## src/design/lir_pkg.sv

```systemverilog
// Shared types and constants for the linear interpolation resampler.
package lir_pkg;

  localparam int SAMPLE_BITS_DEF  = 16;
  localparam int FRAC_BITS_DEF    = 24;
  localparam int MAX_UPSAMPLE_DEF = 64;

  localparam int STEP_W      = 32;
  localparam int PH_W        = STEP_W + 2;
  localparam int CFG_IDX_W   = 1;
  localparam int CFG_DATA_W  = 32;
  localparam int QUEUE_DEPTH = 2;

  localparam logic [CFG_IDX_W-1:0] CFG_PHASE_STEP = 1'd0;
  localparam logic [CFG_IDX_W-1:0] CFG_BYPASS     = 1'd1;

  localparam logic [STEP_W-1:0] PHASE_STEP_RESET = 32'd16777216;

  typedef enum logic [2:0] {
    CMD_BYPASS = 3'b001,
    CMD_FIRST  = 3'b010,
    CMD_INTERP = 3'b100
  } cmd_kind_t;

  typedef struct packed {
    cmd_kind_t kind;
    logic      eoi;
  } cmd_ctl_t;

endpackage

```

## src/design/lir_in_if.sv

```systemverilog
// Input sample channel: valid/ready handshake with sample payload.
interface lir_in_if #(
  parameter int SAMPLE_BITS = lir_pkg::SAMPLE_BITS_DEF
);
  logic                          valid;
  logic                          ready;
  logic signed [SAMPLE_BITS-1:0] sample;
  logic                          end_of_input;

  modport source (output valid, output sample, output end_of_input, input ready);
  modport sink   (input valid, input sample, input end_of_input, output ready);
endinterface

```

## src/design/lir_out_if.sv

```systemverilog
// Result sample channel: valid/ready handshake with resampled payload.
interface lir_out_if #(
  parameter int SAMPLE_BITS = lir_pkg::SAMPLE_BITS_DEF
);
  logic                          valid;
  logic                          ready;
  logic signed [SAMPLE_BITS-1:0] out_sample;
  logic                          last_of_run;

  modport source (output valid, output out_sample, output last_of_run, input ready);
  modport sink   (input valid, input out_sample, input last_of_run, output ready);
endinterface

```

## src/design/lir_front.sv

```systemverilog
// Front end: accepts input beats, tracks the previous sample, classifies each item.
module lir_front #(
  parameter int SAMPLE_BITS = lir_pkg::SAMPLE_BITS_DEF
) (
  input  logic                          clk,
  input  logic                          rst_n,
  lir_in_if.sink                        in_chan,
  input  logic                          bypass,
  input  logic                          q_full,
  output logic                          push,
  output lir_pkg::cmd_ctl_t             push_ctl,
  output logic signed [SAMPLE_BITS-1:0] push_a,
  output logic signed [SAMPLE_BITS-1:0] push_b
);

  logic signed [SAMPLE_BITS-1:0] prev_r;
  logic                          have_r;

  assign in_chan.ready = !q_full;
  assign push          = in_chan.valid && !q_full;
  assign push_a        = prev_r;
  assign push_b        = in_chan.sample;

  always_comb begin
    push_ctl.eoi = in_chan.end_of_input;
    priority if (bypass) begin
      push_ctl.kind = lir_pkg::CMD_BYPASS;
    end else if (!have_r) begin
      push_ctl.kind = lir_pkg::CMD_FIRST;
    end else begin
      push_ctl.kind = lir_pkg::CMD_INTERP;
    end
  end

  always_ff @(posedge clk) begin
    if (!rst_n) begin
      have_r <= 1'b0;
    end else if (push) begin
      // bypass keeps the stream unless the beat ends it
      if (!bypass || in_chan.end_of_input) begin
        have_r <= !bypass && !in_chan.end_of_input;
      end
    end
  end

  always_ff @(posedge clk) begin
    if (!rst_n) begin
      prev_r <= '0;
    end else if (push && !bypass) begin
      prev_r <= in_chan.sample;
    end
  end

endmodule

```

## src/design/lir_queue.sv

```systemverilog
// Short command queue between front end and back end.
module lir_queue #(
  parameter int SAMPLE_BITS = lir_pkg::SAMPLE_BITS_DEF
) (
  input  logic                          clk,
  input  logic                          rst_n,
  input  logic                          push,
  input  lir_pkg::cmd_ctl_t             push_ctl,
  input  logic signed [SAMPLE_BITS-1:0] push_a,
  input  logic signed [SAMPLE_BITS-1:0] push_b,
  input  logic                          pop,
  output logic                          full,
  output logic                          head_valid,
  output lir_pkg::cmd_ctl_t             head_ctl,
  output logic signed [SAMPLE_BITS-1:0] head_a,
  output logic signed [SAMPLE_BITS-1:0] head_b
);

  localparam int DEPTH = lir_pkg::QUEUE_DEPTH;
  localparam int PTR_W = (DEPTH > 1) ? $clog2(DEPTH) : 1;
  localparam int CNT_W = $clog2(DEPTH + 1);

  lir_pkg::cmd_ctl_t             ctl_mem [DEPTH];
  logic signed [SAMPLE_BITS-1:0] a_mem   [DEPTH];
  logic signed [SAMPLE_BITS-1:0] b_mem   [DEPTH];

  logic [PTR_W-1:0] wr_ptr_r, rd_ptr_r;
  logic [CNT_W-1:0] count_r;

  assign full       = (count_r == CNT_W'(DEPTH));
  assign head_valid = (count_r != '0);
  assign head_ctl   = ctl_mem[rd_ptr_r];
  assign head_a     = a_mem[rd_ptr_r];
  assign head_b     = b_mem[rd_ptr_r];

  function automatic logic [PTR_W-1:0] ptr_inc(input logic [PTR_W-1:0] p);
    ptr_inc = (p == PTR_W'(DEPTH - 1)) ? '0 : p + PTR_W'(1);
  endfunction

  always_ff @(posedge clk) begin
    if (!rst_n) begin
      wr_ptr_r <= '0;
      rd_ptr_r <= '0;
      count_r  <= '0;
    end else begin
      if (push) begin
        wr_ptr_r <= ptr_inc(wr_ptr_r);
      end
      if (pop) begin
        rd_ptr_r <= ptr_inc(rd_ptr_r);
      end
      if (push && !pop) begin
        count_r <= count_r + CNT_W'(1);
      end else if (pop && !push) begin
        count_r <= count_r - CNT_W'(1);
      end
    end
  end

  always_ff @(posedge clk) begin
    if (push) begin
      ctl_mem[wr_ptr_r] <= push_ctl;
      a_mem[wr_ptr_r]   <= push_a;
      b_mem[wr_ptr_r]   <= push_b;
    end
  end

endmodule

```

## src/design/lir_back.sv

```systemverilog
// Back end: phase sequencer, interpolation multiplier and output register.
module lir_back #(
  parameter int SAMPLE_BITS  = lir_pkg::SAMPLE_BITS_DEF,
  parameter int FRAC_BITS    = lir_pkg::FRAC_BITS_DEF,
  parameter int MAX_UPSAMPLE = lir_pkg::MAX_UPSAMPLE_DEF
) (
  input  logic                          clk,
  input  logic                          rst_n,
  input  logic                          cmd_valid,
  input  lir_pkg::cmd_ctl_t             cmd_ctl,
  input  logic signed [SAMPLE_BITS-1:0] cmd_a,
  input  logic signed [SAMPLE_BITS-1:0] cmd_b,
  output logic                          cmd_pop,
  input  logic [lir_pkg::STEP_W-1:0]    step,
  input  logic [lir_pkg::STEP_W:0]      step_half,
  lir_out_if.source                     out_chan
);

  localparam int PH_W   = lir_pkg::PH_W;
  localparam int STEP_W = lir_pkg::STEP_W;
  localparam int N_W    = $clog2(MAX_UPSAMPLE + 1);
  localparam int DIFF_W = SAMPLE_BITS + 1;
  localparam int SUM_W  = SAMPLE_BITS + FRAC_BITS + 2;
  localparam logic [PH_W-1:0]  ONE     = PH_W'(1) << FRAC_BITS;
  localparam logic [PH_W-1:0]  TWO_ONE = PH_W'(1) << (FRAC_BITS + 1);
  localparam logic [SUM_W-1:0] HALF    = SUM_W'(1) << (FRAC_BITS - 1);

  typedef enum logic [3:0] {
    S_IDLE   = 4'b0001,
    S_START  = 4'b0010,
    S_INTERP = 4'b0100,
    S_HOLD   = 4'b1000
  } state_t;

  state_t                         state_r, state_nxt;
  logic [PH_W-1:0]                ph_r, ph_nxt;
  logic [N_W-1:0]                 n_r, n_nxt;
  logic [STEP_W-1:0]              phase_acc_r, phase_acc_nxt;
  lir_pkg::cmd_ctl_t              ctl_r;
  logic signed [SAMPLE_BITS-1:0]  a_r, b_r;
  logic signed [DIFF_W-1:0]       diff_r;

  logic                           gen_emit, gen_last, gen_hold;
  logic [FRAC_BITS-1:0]           gen_frac;
  logic signed [SUM_W-1:0]        prod;

  logic                           p_valid_r, p_last_r;
  logic signed [SAMPLE_BITS-1:0]  p_a_r;
  logic signed [SUM_W-1:0]        p_prod_r;
  logic signed [SUM_W-1:0]        sum;

  logic                           out_valid_r, out_last_r;
  logic signed [SAMPLE_BITS-1:0]  out_sample_r;
  logic                           out_load, p_free;

  logic [STEP_W-1:0]              half;
  logic [PH_W-1:0]                ph1, ph1h, ph2, start_ph2;
  logic [N_W-1:0]                 n_inc;
  logic                           n_more, half_fits, start_hold_ok, interp_hold_ok;
  logic                           interp_more, interp_hold, hold_more;

  assign out_load = p_valid_r && (!out_valid_r || out_chan.ready);
  assign p_free   = !p_valid_r || out_load;

  assign half           = step >> 1;
  assign ph1            = ph_r + PH_W'(step);
  assign ph1h           = ph_r + PH_W'(step_half);
  assign ph2            = (ph1 >= ONE) ? ph1 - ONE : '0;
  assign start_ph2      = (ph_r >= ONE) ? ph_r - ONE : '0;
  assign n_inc          = n_r + N_W'(1);
  assign n_more         = n_inc < N_W'(MAX_UPSAMPLE);
  assign half_fits      = PH_W'(half) <= ONE;
  assign start_hold_ok  = (start_ph2 + PH_W'(half)) <= ONE;
  // ph2 + half <= 1 rewritten against ph + step + half to drop the subtract
  assign interp_hold_ok = (ph1 >= ONE) ? (ph1h <= TWO_ONE) : half_fits;
  assign interp_more    = (ph1 < ONE) && n_more;
  assign interp_hold    = ctl_r.eoi && n_more && interp_hold_ok;
  assign hold_more      = n_more && (ph1h <= ONE);

  always_comb begin
    state_nxt     = state_r;
    ph_nxt        = ph_r;
    n_nxt         = n_r;
    phase_acc_nxt = phase_acc_r;
    cmd_pop       = 1'b0;
    gen_emit      = 1'b0;
    gen_last      = 1'b0;
    gen_hold      = 1'b1;
    gen_frac      = '0;
    unique case (state_r)
      S_IDLE: begin
        if (cmd_valid) begin
          cmd_pop   = 1'b1;
          ph_nxt    = (cmd_ctl.kind == lir_pkg::CMD_INTERP) ? PH_W'(phase_acc_r) : '0;
          n_nxt     = '0;
          state_nxt = S_START;
        end
      end
      S_START: begin
        priority if (ctl_r.kind == lir_pkg::CMD_BYPASS) begin
          if (p_free) begin
            gen_emit  = 1'b1;
            gen_last  = 1'b1;
            state_nxt = S_IDLE;
            if (ctl_r.eoi) begin
              phase_acc_nxt = '0;
            end
          end
        end else if (ctl_r.kind == lir_pkg::CMD_INTERP && ph_r < ONE) begin
          state_nxt = S_INTERP;
        end else if (ctl_r.eoi && start_hold_ok) begin
          ph_nxt    = start_ph2;
          state_nxt = S_HOLD;
        end else begin
          phase_acc_nxt = ctl_r.eoi ? '0 : start_ph2[STEP_W-1:0];
          state_nxt     = S_IDLE;
        end
      end
      S_INTERP: begin
        if (p_free) begin
          gen_emit = 1'b1;
          gen_hold = 1'b0;
          gen_frac = ph_r[FRAC_BITS-1:0];
          gen_last = !interp_more && !interp_hold;
          n_nxt    = n_inc;
          priority if (interp_more) begin
            ph_nxt = ph1;
          end else if (interp_hold) begin
            ph_nxt    = ph2;
            state_nxt = S_HOLD;
          end else begin
            phase_acc_nxt = ctl_r.eoi ? '0 : ph2[STEP_W-1:0];
            state_nxt     = S_IDLE;
          end
        end
      end
      S_HOLD: begin
        if (p_free) begin
          gen_emit = 1'b1;
          gen_last = !hold_more;
          n_nxt    = n_inc;
          ph_nxt   = ph1;
          if (!hold_more) begin
            phase_acc_nxt = '0;
            state_nxt     = S_IDLE;
          end
        end
      end
      default: begin
        state_nxt = S_IDLE;
      end
    endcase
  end

  always_ff @(posedge clk) begin
    if (!rst_n) begin
      state_r     <= S_IDLE;
      ph_r        <= '0;
      n_r         <= '0;
      phase_acc_r <= '0;
    end else begin
      state_r     <= state_nxt;
      ph_r        <= ph_nxt;
      n_r         <= n_nxt;
      phase_acc_r <= phase_acc_nxt;
    end
  end

  always_ff @(posedge clk) begin
    if (cmd_pop) begin
      ctl_r  <= cmd_ctl;
      a_r    <= cmd_a;
      b_r    <= cmd_b;
      diff_r <= DIFF_W'(cmd_b) - DIFF_W'(cmd_a);
    end
  end

  // held and bypassed beats use frac zero on the current sample
  assign prod = SUM_W'(diff_r) * SUM_W'($signed({1'b0, gen_frac}));

  always_ff @(posedge clk) begin
    if (!rst_n) begin
      p_valid_r <= 1'b0;
    end else if (gen_emit) begin
      p_valid_r <= 1'b1;
    end else if (out_load) begin
      p_valid_r <= 1'b0;
    end
  end

  always_ff @(posedge clk) begin
    if (gen_emit) begin
      p_a_r    <= gen_hold ? b_r : a_r;
      p_prod_r <= prod;
      p_last_r <= gen_last;
    end
  end

  assign sum = $signed({{2{p_a_r[SAMPLE_BITS-1]}}, p_a_r, {FRAC_BITS{1'b0}}})
             + p_prod_r + $signed(HALF);

  always_ff @(posedge clk) begin
    if (!rst_n) begin
      out_valid_r <= 1'b0;
    end else if (out_load) begin
      out_valid_r <= 1'b1;
    end else if (out_chan.ready) begin
      out_valid_r <= 1'b0;
    end
  end

  always_ff @(posedge clk) begin
    if (out_load) begin
      out_sample_r <= sum[FRAC_BITS +: SAMPLE_BITS];
      out_last_r   <= p_last_r;
    end
  end

  assign out_chan.valid       = out_valid_r;
  assign out_chan.out_sample  = out_sample_r;
  assign out_chan.last_of_run = out_last_r;

  a_hold_needs_eoi: assert property (@(posedge clk) disable iff (!rst_n)
    state_r == S_HOLD |-> ctl_r.eoi)
    else $error("hold run without end of input");

  a_interp_frac: assert property (@(posedge clk) disable iff (!rst_n)
    state_r == S_INTERP |-> ph_r < ONE)
    else $error("interpolation phase out of range");

  a_result_cap: assert property (@(posedge clk) disable iff (!rst_n)
    (state_r == S_INTERP || state_r == S_HOLD) |-> n_r < N_W'(MAX_UPSAMPLE))
    else $error("result count past cap");

  a_last_ends_item: assert property (@(posedge clk) disable iff (!rst_n)
    (gen_emit && gen_last) |=> state_r == S_IDLE)
    else $error("last beat did not end the item");

endmodule

```

## src/design/linear_interp_resampler.sv

```systemverilog
// Top level of the linear interpolation resampler: config registers and parts.
//
// in_chan carries signed samples plus an end_of_input flag; out_chan carries
// resampled samples plus last_of_run on the final result of each input beat.
// Both use valid/ready; a beat moves when both are high. cfg_we writes
// register cfg_index (phase_step, bypass) from cfg_wdata; write only while idle.
// phase_step values below 1/MAX_UPSAMPLE are raised to that minimum when
// written.
// The front end accepts a beat whenever its two-entry command queue has room,
// so input is taken while results still wait at the output. The back end
// takes one command at a time: it dequeues in S_IDLE, sets up the phase in
// S_START, then gives one result per cycle while the product register is
// free, at most MAX_UPSAMPLE per item; a bypassed beat emits in S_START.
// The single interpolation multiplier and the phase accumulator set that
// pace. With the back end idle, a beat goes through the queue, S_START,
// S_INTERP or S_HOLD (neither when bypassed), product and output registers.
// A stream's first sample gives no result unless it also ends the stream.
// Reset (rst_n low, synchronous) empties the queue and output register and
// restores phase_step to 1.0, bypass off and a fresh stream. When the
// receiver holds ready low, the output register and one product stage fill,
// then the back end stalls, the queue fills and in_chan.ready drops.
module linear_interp_resampler #(
  parameter int SAMPLE_BITS  = lir_pkg::SAMPLE_BITS_DEF,
  parameter int FRAC_BITS    = lir_pkg::FRAC_BITS_DEF,
  parameter int MAX_UPSAMPLE = lir_pkg::MAX_UPSAMPLE_DEF
) (
  input  logic                           clk,
  input  logic                           rst_n,
  input  logic                           cfg_we,
  input  logic [lir_pkg::CFG_IDX_W-1:0]  cfg_index,
  input  logic [lir_pkg::CFG_DATA_W-1:0] cfg_wdata,
  lir_in_if.sink                         in_chan,
  lir_out_if.source                      out_chan
);

  localparam int STEP_W = lir_pkg::STEP_W;
  localparam logic [STEP_W-1:0] MIN_STEP =
    STEP_W'(((64'd1 << FRAC_BITS) + 64'(MAX_UPSAMPLE) - 64'd1) / 64'(MAX_UPSAMPLE));
  localparam logic [STEP_W-1:0] STEP_RST =
    (lir_pkg::PHASE_STEP_RESET < MIN_STEP) ? MIN_STEP : lir_pkg::PHASE_STEP_RESET;
  localparam logic [STEP_W:0] STEP_HALF_RST =
    {1'b0, STEP_RST} + {2'b0, STEP_RST[STEP_W-1:1]};

  logic [STEP_W-1:0] step_r;
  logic [STEP_W:0]   step_half_r;
  logic              bypass_r;
  logic [STEP_W-1:0] step_clamped;

  logic                          push, q_full, q_valid, q_pop;
  lir_pkg::cmd_ctl_t             push_ctl, head_ctl;
  logic signed [SAMPLE_BITS-1:0] push_a, push_b, head_a, head_b;

  assign step_clamped = (cfg_wdata[STEP_W-1:0] < MIN_STEP) ? MIN_STEP
                                                           : cfg_wdata[STEP_W-1:0];

  always_ff @(posedge clk) begin
    if (!rst_n) begin
      step_r      <= STEP_RST;
      step_half_r <= STEP_HALF_RST;
      bypass_r    <= 1'b0;
    end else if (cfg_we) begin
      unique case (cfg_index)
        lir_pkg::CFG_PHASE_STEP: begin
          step_r      <= step_clamped;
          step_half_r <= {1'b0, step_clamped} + {2'b0, step_clamped[STEP_W-1:1]};
        end
        lir_pkg::CFG_BYPASS: begin
          bypass_r <= cfg_wdata[0];
        end
        default: begin
        end
      endcase
    end
  end

  lir_front #(
    .SAMPLE_BITS (SAMPLE_BITS)
  ) u_front (
    .clk      (clk),
    .rst_n    (rst_n),
    .in_chan  (in_chan),
    .bypass   (bypass_r),
    .q_full   (q_full),
    .push     (push),
    .push_ctl (push_ctl),
    .push_a   (push_a),
    .push_b   (push_b)
  );

  lir_queue #(
    .SAMPLE_BITS (SAMPLE_BITS)
  ) u_queue (
    .clk        (clk),
    .rst_n      (rst_n),
    .push       (push),
    .push_ctl   (push_ctl),
    .push_a     (push_a),
    .push_b     (push_b),
    .pop        (q_pop),
    .full       (q_full),
    .head_valid (q_valid),
    .head_ctl   (head_ctl),
    .head_a     (head_a),
    .head_b     (head_b)
  );

  lir_back #(
    .SAMPLE_BITS  (SAMPLE_BITS),
    .FRAC_BITS    (FRAC_BITS),
    .MAX_UPSAMPLE (MAX_UPSAMPLE)
  ) u_back (
    .clk       (clk),
    .rst_n     (rst_n),
    .cmd_valid (q_valid),
    .cmd_ctl   (head_ctl),
    .cmd_a     (head_a),
    .cmd_b     (head_b),
    .cmd_pop   (q_pop),
    .step      (step_r),
    .step_half (step_half_r),
    .out_chan  (out_chan)
  );

endmodule

```

## src/flat_wrapper.sv

```systemverilog
// flat-port wrapper written by rule: the top's interface ports become plain ports
module linear_interp_resampler_flat 
#(
  parameter int SAMPLE_BITS  = lir_pkg::SAMPLE_BITS_DEF,
  parameter int FRAC_BITS    = lir_pkg::FRAC_BITS_DEF,
  parameter int MAX_UPSAMPLE = lir_pkg::MAX_UPSAMPLE_DEF
)
  (clk, rst_n, cfg_we, cfg_index, cfg_wdata, in_chan_valid, in_chan_sample, in_chan_end_of_input, in_chan_ready, out_chan_valid, out_chan_out_sample, out_chan_last_of_run, out_chan_ready);
  lir_in_if #(.SAMPLE_BITS(SAMPLE_BITS)) in_chan_i ();
  lir_out_if #(.SAMPLE_BITS(SAMPLE_BITS)) out_chan_i ();
  input  logic clk;
  input  logic rst_n;
  input  logic cfg_we;
  input  logic [lir_pkg::CFG_IDX_W-1:0] cfg_index;
  input  logic [lir_pkg::CFG_DATA_W-1:0] cfg_wdata;
  input wire logic [$bits(in_chan_i.valid)-1:0] in_chan_valid;
  input wire logic [$bits(in_chan_i.sample)-1:0] in_chan_sample;
  input wire logic [$bits(in_chan_i.end_of_input)-1:0] in_chan_end_of_input;
  output wire logic [$bits(in_chan_i.ready)-1:0] in_chan_ready;
  output wire logic [$bits(out_chan_i.valid)-1:0] out_chan_valid;
  output wire logic [$bits(out_chan_i.out_sample)-1:0] out_chan_out_sample;
  output wire logic [$bits(out_chan_i.last_of_run)-1:0] out_chan_last_of_run;
  input wire logic [$bits(out_chan_i.ready)-1:0] out_chan_ready;
  assign in_chan_i.valid = in_chan_valid;
  assign in_chan_i.sample = in_chan_sample;
  assign in_chan_i.end_of_input = in_chan_end_of_input;
  assign in_chan_ready = in_chan_i.ready;
  assign out_chan_valid = out_chan_i.valid;
  assign out_chan_out_sample = out_chan_i.out_sample;
  assign out_chan_last_of_run = out_chan_i.last_of_run;
  assign out_chan_i.ready = out_chan_ready;
  linear_interp_resampler #(.SAMPLE_BITS(SAMPLE_BITS), .FRAC_BITS(FRAC_BITS), .MAX_UPSAMPLE(MAX_UPSAMPLE)) u_core (.clk(clk), .rst_n(rst_n), .cfg_we(cfg_we), .cfg_index(cfg_index), .cfg_wdata(cfg_wdata), .in_chan(in_chan_i), .out_chan(out_chan_i));
endmodule
```

## config.mk

```make
export PLATFORM = sky130hd
export DESIGN_NAME = linear_interp_resampler_flat
export DESIGN_NICKNAME = d
export VERILOG_FILES = /design/src/design/lir_pkg.sv /design/src/design/lir_in_if.sv /design/src/design/lir_out_if.sv /design/src/design/lir_front.sv /design/src/design/lir_queue.sv /design/src/design/lir_back.sv /design/src/design/linear_interp_resampler.sv /design/src/flat_wrapper.sv
export SDC_FILE = /design/constraint.sdc
export NUM_CORES = 2
export LEC_CHECK = 0
export ABC_CLOCK_PERIOD_IN_PS = 23600
export BUFFER_PORTS_ARGS = -buffer_cell sky130_fd_sc_hd__buf_2
export CAP_MARGIN = 20
export CORE_MARGIN = 2
export CORE_UTILIZATION = 49
export DETAILED_ROUTE_END_ITERATION = 8
export GPL_ROUTABILITY_DRIVEN = 0
export SYNTH_ARGS = -nofsm -noshare
export SYNTH_HDL_FRONTEND = slang
export SYNTH_SLANG_ARGS = --single-unit
```

## constraint.sdc

```tcl
create_clock -name clk -period 23.6 [get_ports clk]
set_input_delay 2.36 -clock clk [delete_from_list [all_inputs] [get_ports clk]]
set_output_delay 2.36 -clock clk [all_outputs]
set_load 0.005 [all_outputs]
```

; ---- Word level (Yosys, flattened, before mapping)
; Memory sizes are Yosys's and may differ from the RTL's. A register that Yosys moved wholly into a read port is not among the register bits.
; Index checks and enable logic that the tools add are counted.
[totals]
register_bits = 293
mem_bits_rw = 72
in_bits = 55
out_inout_bits = 19
elab_cells = 189
memories = 3
[op_classes]
n_addsub = 14
multipliers = 1
n_lt_le_gt_ge = 10
n_eq_ne = 23
muxes = 72
n_bitwise = 1
n_reduce_logical = 41
[memory_table]
columns = memory, words, width, read_ports, rd_ports_with_merged_regs, wr, line
row1 = u_core.u_queue.a_mem, 2, 16, 1, 1, 1, lir_queue.sv:24  ; logic signed [SAMPLE_BITS-1:0] a_mem [DEPTH];
row2 = u_core.u_queue.b_mem, 2, 16, 1, 1, 1, lir_queue.sv:25  ; logic signed [SAMPLE_BITS-1:0] b_mem [DEPTH];
row3 = u_core.u_queue.ctl_mem, 2, 4, 1, 1, 1, lir_queue.sv:23  ; lir_pkg::cmd_ctl_t ctl_mem [DEPTH];
[op_table]
columns = op, n
row1 = $mux W32, 14
row2 = $mux W34, 10
row3 = $pmux W34 S4, 1
row4 = $pmux W32 S3, 1
row5 = $ge A34 B25 Y1 const B, 2
row6 = $le A34 B25 Y1 const B, 2
row7 = $lt A34 B25 Y1 const B, 2
row8 = $sub A34 B25 Y34 const B, 2
row9 = $mux W24, 2
row10 = $add A40 B25 Y40 const B, 1
row11 = $add A40 B40 Y40, 1
row12 = $mul A17 B25 Y40, 1
row13 = $mux W4, 10
row14 = $add A34 B31 Y34, 1
row15 = $add A34 B32 Y34, 1
row16 = $add A34 B33 Y34, 1
row17 = $le A34 B26 Y1 const B, 1
row18 = $add A32 B31 Y33, 1
row19 = $lt A32 B19 Y1 const B, 1
row20 = $le A31 B25 Y1 const B, 1
row21 = $mux W1, 23
row22 = $sub A16 B16 Y17, 1
row23 = $mux W16, 1
row24 = $ne A2 B2 Y1 const B, 8
row25 = other kinds (34), 73

; ---- Logic depth before layout (Yosys ltp)
[logic_depth]
depth_word = 9
depth_mapped = 32
ltp_nobuf = 28

; ---- Modules after synthesis
; From an unflattened synthesis, not the netlist that was laid out.
[unflattened]
hier_cells = 4353
area_unflattened_um2 = 37843.8
[by_module_without_submodules]
columns = mod, n_inst, cells_each, area_each_um2, seq_area_each_um2
row1 = lir_back, 1, 3538, 29696.0, 4704.5
row2 = linear_interp_resampler, 1, 585, 4434.3, 1321.3
row3 = lir_queue, 1, 134, 2827.7, 2262.2
row4 = lir_front, 1, 96, 885.8, 340.3

; ---- Worst setup path after synthesis
; No wires, ideal clock.
[synth_path]
path_type = input -> register
startpoint = in out_chan_ready
endpoint = reg u_core.u_back.p_prod_r[34] (data pin)
setup_time_ps = 258
arrival_ps = 9072
t_required_ps = 23342
path_slack_ps = 14270
cell_stages = 30
path_buffers = 3
path_cell_list = and3b_1 > clkbuf_1 > nor2_1 > clkbuf_1 > and2_1 > clkbuf_1 > nand2_1 > fa_1 > inv_1 > fa_1 > inv_1 > fa_1 > inv_1 > fa_1 > fa_1 > inv_1 > fa_1 > inv_1 > ha_1 > a21o_1 > a21oi_1 > o21ai_0 > a21oi_1 > nor3b_1 > a211oi_1 > o2111a_1 > or3_1 > a21o_1 > a21oi_1 > xnor2_1
[synth_between]
elab_chain_cells = 6
[synth_rtl]
columns = item, line
row1 = "start, declared", flat_wrapper.sv:23  ; input wire logic [$bits(out_chan_i.ready)-1:0] out_chan_ready;
row2 = $logic_or A1 B1 Y1, lir_back.sv:62  ; assign out_load = p_valid_r && (!out_valid_r || out_chan.ready);
row3 = $logic_and A1 B1 Y1, lir_back.sv:62
row4 = $logic_or A1 B1 Y1, lir_back.sv:63  ; assign p_free = !p_valid_r || out_load;
row5 = $mux W24, lir_back.sv:120  ; if (p_free) begin
row6 = $mux W24, lir_back.sv:90  ; unique case (state_r)
row7 = $mul A17 B25 Y40, lir_back.sv:179  ; assign prod = SUM_W'(diff_r) * SUM_W'($signed({1'b0, gen_frac}));
row8 = named net u_core.u_back.prod[34], lir_back.sv:45  ; logic signed [SUM_W-1:0] prod;
row9 = "end signal, assigned", lir_back.sv:194  ; p_prod_r <= prod;
row10 = "end, declared", lir_back.sv:49  ; logic signed [SUM_W-1:0] p_prod_r;
; The timed path passes the listed nets, and every way through them passes these cells.
; A chain may end at the register's enable or synchronous reset.

; ---- Worst setup path in the final report
; Ends and elaborated chain as after synthesis.

==> impl_metrics.py <==
metrics = {
    "clocking": {
        "postCtsHoldBufs": 0,
        "numCtsBuffers": 38,
        "clock_latency_ns": 0.58,
        "clkTransAtPathRegs_ns": 0.06,
        "cts_tree": "done",
        "postCtsSetupBuffers": 0,
        "root_buffer": "clkbuf_16",
        "cts_resized": 0,
        "clock-sinks": 343,
        "cts_htree_levels": 2,
        "ctsLongestPathBuffers": 3,
    },
    "placement": {
        "hpwl_um": 82800,
        "post-place-ws_ns": 11.82,
        "portBuffers": 73,
        "placed_area_um2": 37800,
    },
    "synthesis": {
        "async_flop_share_pct": 0,
        "syn_avg_cell_area_um2": 8.71,
        "syn-num-nets": 4905,
        "yosys_warnings": 0,
        "seq_area_frac_synth_pct": 23.5,
        "ys_seq_elements": 343,
        "synth.distinct_cells": 92,
        "syn_inst": 4222,
        "synth_area_um2": 36800,
        "synth_edf_count": 176,
        "synthFlopType": "edfxtp_1",
    },
    "sta": {
        "maxSlewViolCount": 0,
        "maxSlewHeadroom_pct": 21.5,
        "rsz0062_at_grt": "false",
        "min_period_ns": 11.09,
        "finalCritPeriodShare_pct": 47.0,
        "tns_ns": 0,
        "fin_skew_ns": 0.0157,
        "fin_ws_ns": 12.51,
        "finalSetupViolations": 0,
        "clock.fmax_mhz": 90.2,
        "hold_viol": 0,
        "tightest_slew_ns": 1.18,
    },
    "floorplan": {
        "io_pins": 74,
        "start_util_pct": 49.5,
        "core_region_area_um2": 74300,
        "fp.dieH_um": 278,
        "core.rowCount": 100,
        "die_x_um": 278,
        "die-area_um2": 77200,
    },
    "grt": {
        "globalRouteTotalUtil_pct": 28.0,
        "grt_pass1_wl_um": 171000,
        "grt_pass1_vias": 29800,
        "antenna_found_initial": 2,
        "grt_max_degree": 109,
        "grt.overflow.total": 0,
    },
    "layout": {
        "drive_gt1_share_pct": 7.74,
        "multi_input_area_um2": 25400,
        "fin_area_um2": 39200,
        "fill_cells": 7100,
        "diodes": 0,
        "area_delta_synth_final_pct": 6.50,
        "register_area_um2": 8630,
        "finalNetCount": 4830,
        "fin_util_pct": 52.7,
    },
    "worst_setup_path": {
        "worstPathArrival_ns": 11.42,
        "cp-start-kind": "primary input",
        "crit_type": "primary input to flip-flop",
        "critPathMaxFanout": 108,
        "regToRegStartpoint": "u_core.u_back.state_r[2]",
        "crit_required_ns": 23.93,
        "reg2reg_depth": 27,
        "end_kind": "flip-flop",
        "rr_endpoint": "u_core.u_back.p_prod_r[34]",
        "reg2reg_slack_ns": 13.39,
    },
    "worst_hold_path": {
        "worstHoldStart": "u_core.u_front.push_a[3]",
        "min_path_type": "flip-flop to flip-flop",
        "whs_endpoint": "u_core.u_queue.a_mem[1][3]",
        "whs_path_depth": 0,
    },
    "drt": {
        "totalWireLength_um": 108000,
        "vias": 30700,
        "wl_per_cell_um": 21.0,
        "ant_nets": 0,
        "drc": 0,
        "drtIter0Drc": 2603,
        "viasPerCell": 5.96,
        "drtPass1Iterations": 5,
    },
    "job": {
        "drv_cap": 0,
    },
    "outcome": {
        "status": "finished clean",
    },
    "pwr": {
        "pwr_density_cell_nw_per_um2": 73.7,
        "vdd_drop_max_v": 0.0000995,
        "cellLeakagePower_nw": 17.7,
    },
}
## layer usage
metal | wire length, um | GRT usage (%) | up-vias
met3 | 7070 | 3.78 | 152
met5 | 27 | 0 | -
met2 | 47200 | 43.3 | 981
met1 | 51100 | 41.4 | 15100
met4 | 2560 | 6.97 | 4
li1 | - | - | 14500
## final cells by class
class | count | share of cell area [%]
Multi-Input combinational cell | 3162 | 65.0
Sequential cell | 343 | 22.0
Inverter | 468 | 4.49
Tap cell | 969 | 3.10
Clock buffer | 50 | 2.67
Timing Repair Buffer | 134 | 2.22
Clock inverter | 18 | 0.514
## cells in the final DEF (no fill, tap or decap), types with 32 or more instances in the layout
master | netlist | final
a211oi_1 | 48 | 48
a21o_1 | 66 | 66
a21oi_1 | 263 | 261
a31oi_1 | 45 | 45
and2_1 | 92 | 92
and3_1 | 191 | 190
buf_2 | 18 | 73
buf_4 | 1 | 56
clkbuf_16 | 0 | 39
dfxtp_1 | 167 | 166
edfxtp_1 | 176 | 176
fa_1 | 334 | 334
ha_1 | 294 | 294
inv_1 | 468 | 466
mux2_2 | 37 | 37
mux2i_1 | 33 | 33
nand2_1 | 552 | 552
nand2b_1 | 33 | 32
nand3_1 | 83 | 83
nand4_1 | 54 | 54
nor2_1 | 211 | 209
nor3_1 | 66 | 65
nor4_1 | 34 | 34
o21ai_0 | 148 | 148
xnor2_1 | 79 | 79
xor2_1 | 48 | 48
## synth_stat cells (26+ instances only)
| master | count | area share, % |
|---|---|---|
| a211oi_1 | 48 | 0.98 |
| a21o_1 | 66 | 1.3 |
| a21oi_1 | 263 | 3.6 |
| a31oi_1 | 45 | 0.77 |
| and2_1 | 92 | 1.6 |
| and3_1 | 191 | 3.2 |
| clkbuf_1 | 219 | 2.2 |
| dfxtp_1 | 167 | 9.1 |
| edfxtp_1 | 176 | 14 |
| fa_1 | 334 | 18 |
| ha_1 | 294 | 10 |
| inv_1 | 468 | 4.8 |
| mux2_2 | 37 | 1.1 |
| mux2i_1 | 33 | 0.90 |
| nand2_1 | 552 | 5.6 |
| nand2b_1 | 33 | 0.56 |
| nand3_1 | 83 | 1.1 |
| nand4_1 | 54 | 0.92 |
| nor2_1 | 211 | 2.2 |
| nor3_1 | 66 | 0.90 |
| nor4_1 | 34 | 0.58 |
| o21a_1 | 28 | 0.57 |
| o21ai_0 | 148 | 2.0 |
| or3_1 | 26 | 0.44 |
| xnor2_1 | 79 | 1.9 |
| xor2_1 | 48 | 1.1 |
## critical path, stage by stage
cell and delay [ns]:
buf_2 0.09, and3b_1 0.33, nor2_4 0.15, buf_4 0.70
buf_4 0.80, and2_1 0.59, nand2_1 0.15, fa_1 0.55
fa_1 0.47, fa_1 0.56, inv_1 0.07, fa_1 0.49
fa_1 0.49, inv_1 0.05, fa_1 0.47, inv_1 0.04
ha_1 0.28, a211oi_1 0.24, nand2_1 0.08, a21oi_1 0.10
o21ai_0 0.09, o21ai_0 0.67, a211oi_1 0.31, o2111a_1 0.35
or3_1 0.38, a21o_1 0.21, a21oi_1 0.18, xnor2_1 0.08
## registers in the layout, indices dropped and copies added (netlist names), 17 cells and up, named ones only
name	flops
u_core.step_half_r	33
u_core.step_r	32
u_core.u_back.diff_r	17
u_core.u_back.p_prod_r	17
u_core.u_back.ph_r	34
u_core.u_back.phase_acc_r	32
u_core.u_queue.a_mem	32
u_core.u_queue.b_mem	32
## power by group
| part | total, mW | leakage (nW) | switching (mW) | internal, mW |
|---|---|---|---|---|
| clock | 0.594 | 0.603 | 0.264 | 0.330 |
| combinational | 1.40 | 14.1 | 0.910 | 0.494 |
| sequential | 0.887 | 3.00 | 0.100 | 0.787 |
| total | 2.89 | 17.7 | 1.27 | 1.61 |
## worst max path at each step
stage,start,to,slack (ns),depth (start not counted)
final,out_chan_ready,u_core.u_back.p_prod_r[34],12.51,28
after global routing,out_chan_ready,u_core.u_back.p_prod_r[34],11.94,28
after CTS,out_chan_ready,u_core.u_back.p_prod_r[34],12.46,28
after detailed placement,out_chan_ready,u_core.u_back.p_prod_r[34],11.82,28
after global placement,out_chan_ready,u_core.u_back.p_prod_r[34],11.98,28
after floorplan,out_chan_ready,u_core.u_back.p_prod_r[34],14.27,30
## per-stage QoR
stage | power (mW) | std cells | hold WS [ns]
after global routing | 3.07 | 5144 | 0.460
final | 2.89 | 5144 | 0.451
after detailed placement | 2.27 | 5071 | 0.438
after floorplan | 1.83 | 4222 | 0.400
after CTS | 2.88 | 5139 | 0.454
after global placement | 2.27 | 5071 | 0.434
## kinds of logic (layout without fill, tap and decap cells)
| logic type | Yosys count | in the layout | synth area share (%) |
|---|---|---|---|
| and+or+nand+nor | 1452 | 1452 | 19.5 |
| muxes | 70 | 70 | 2.03 |
| AOI/OAI and AO/OA | 885 | 885 | 16.3 |
| adders and majority gates | 628 | 628 | 28.2 |
| DFF | 343 | 343 | 23.5 |
| buffers and inverters | 717 | 670 | 7.54 |
| xor gates and xnor gates | 127 | 127 | 3.03 |
No activity file was read; power rests on OpenSTA's default activity.
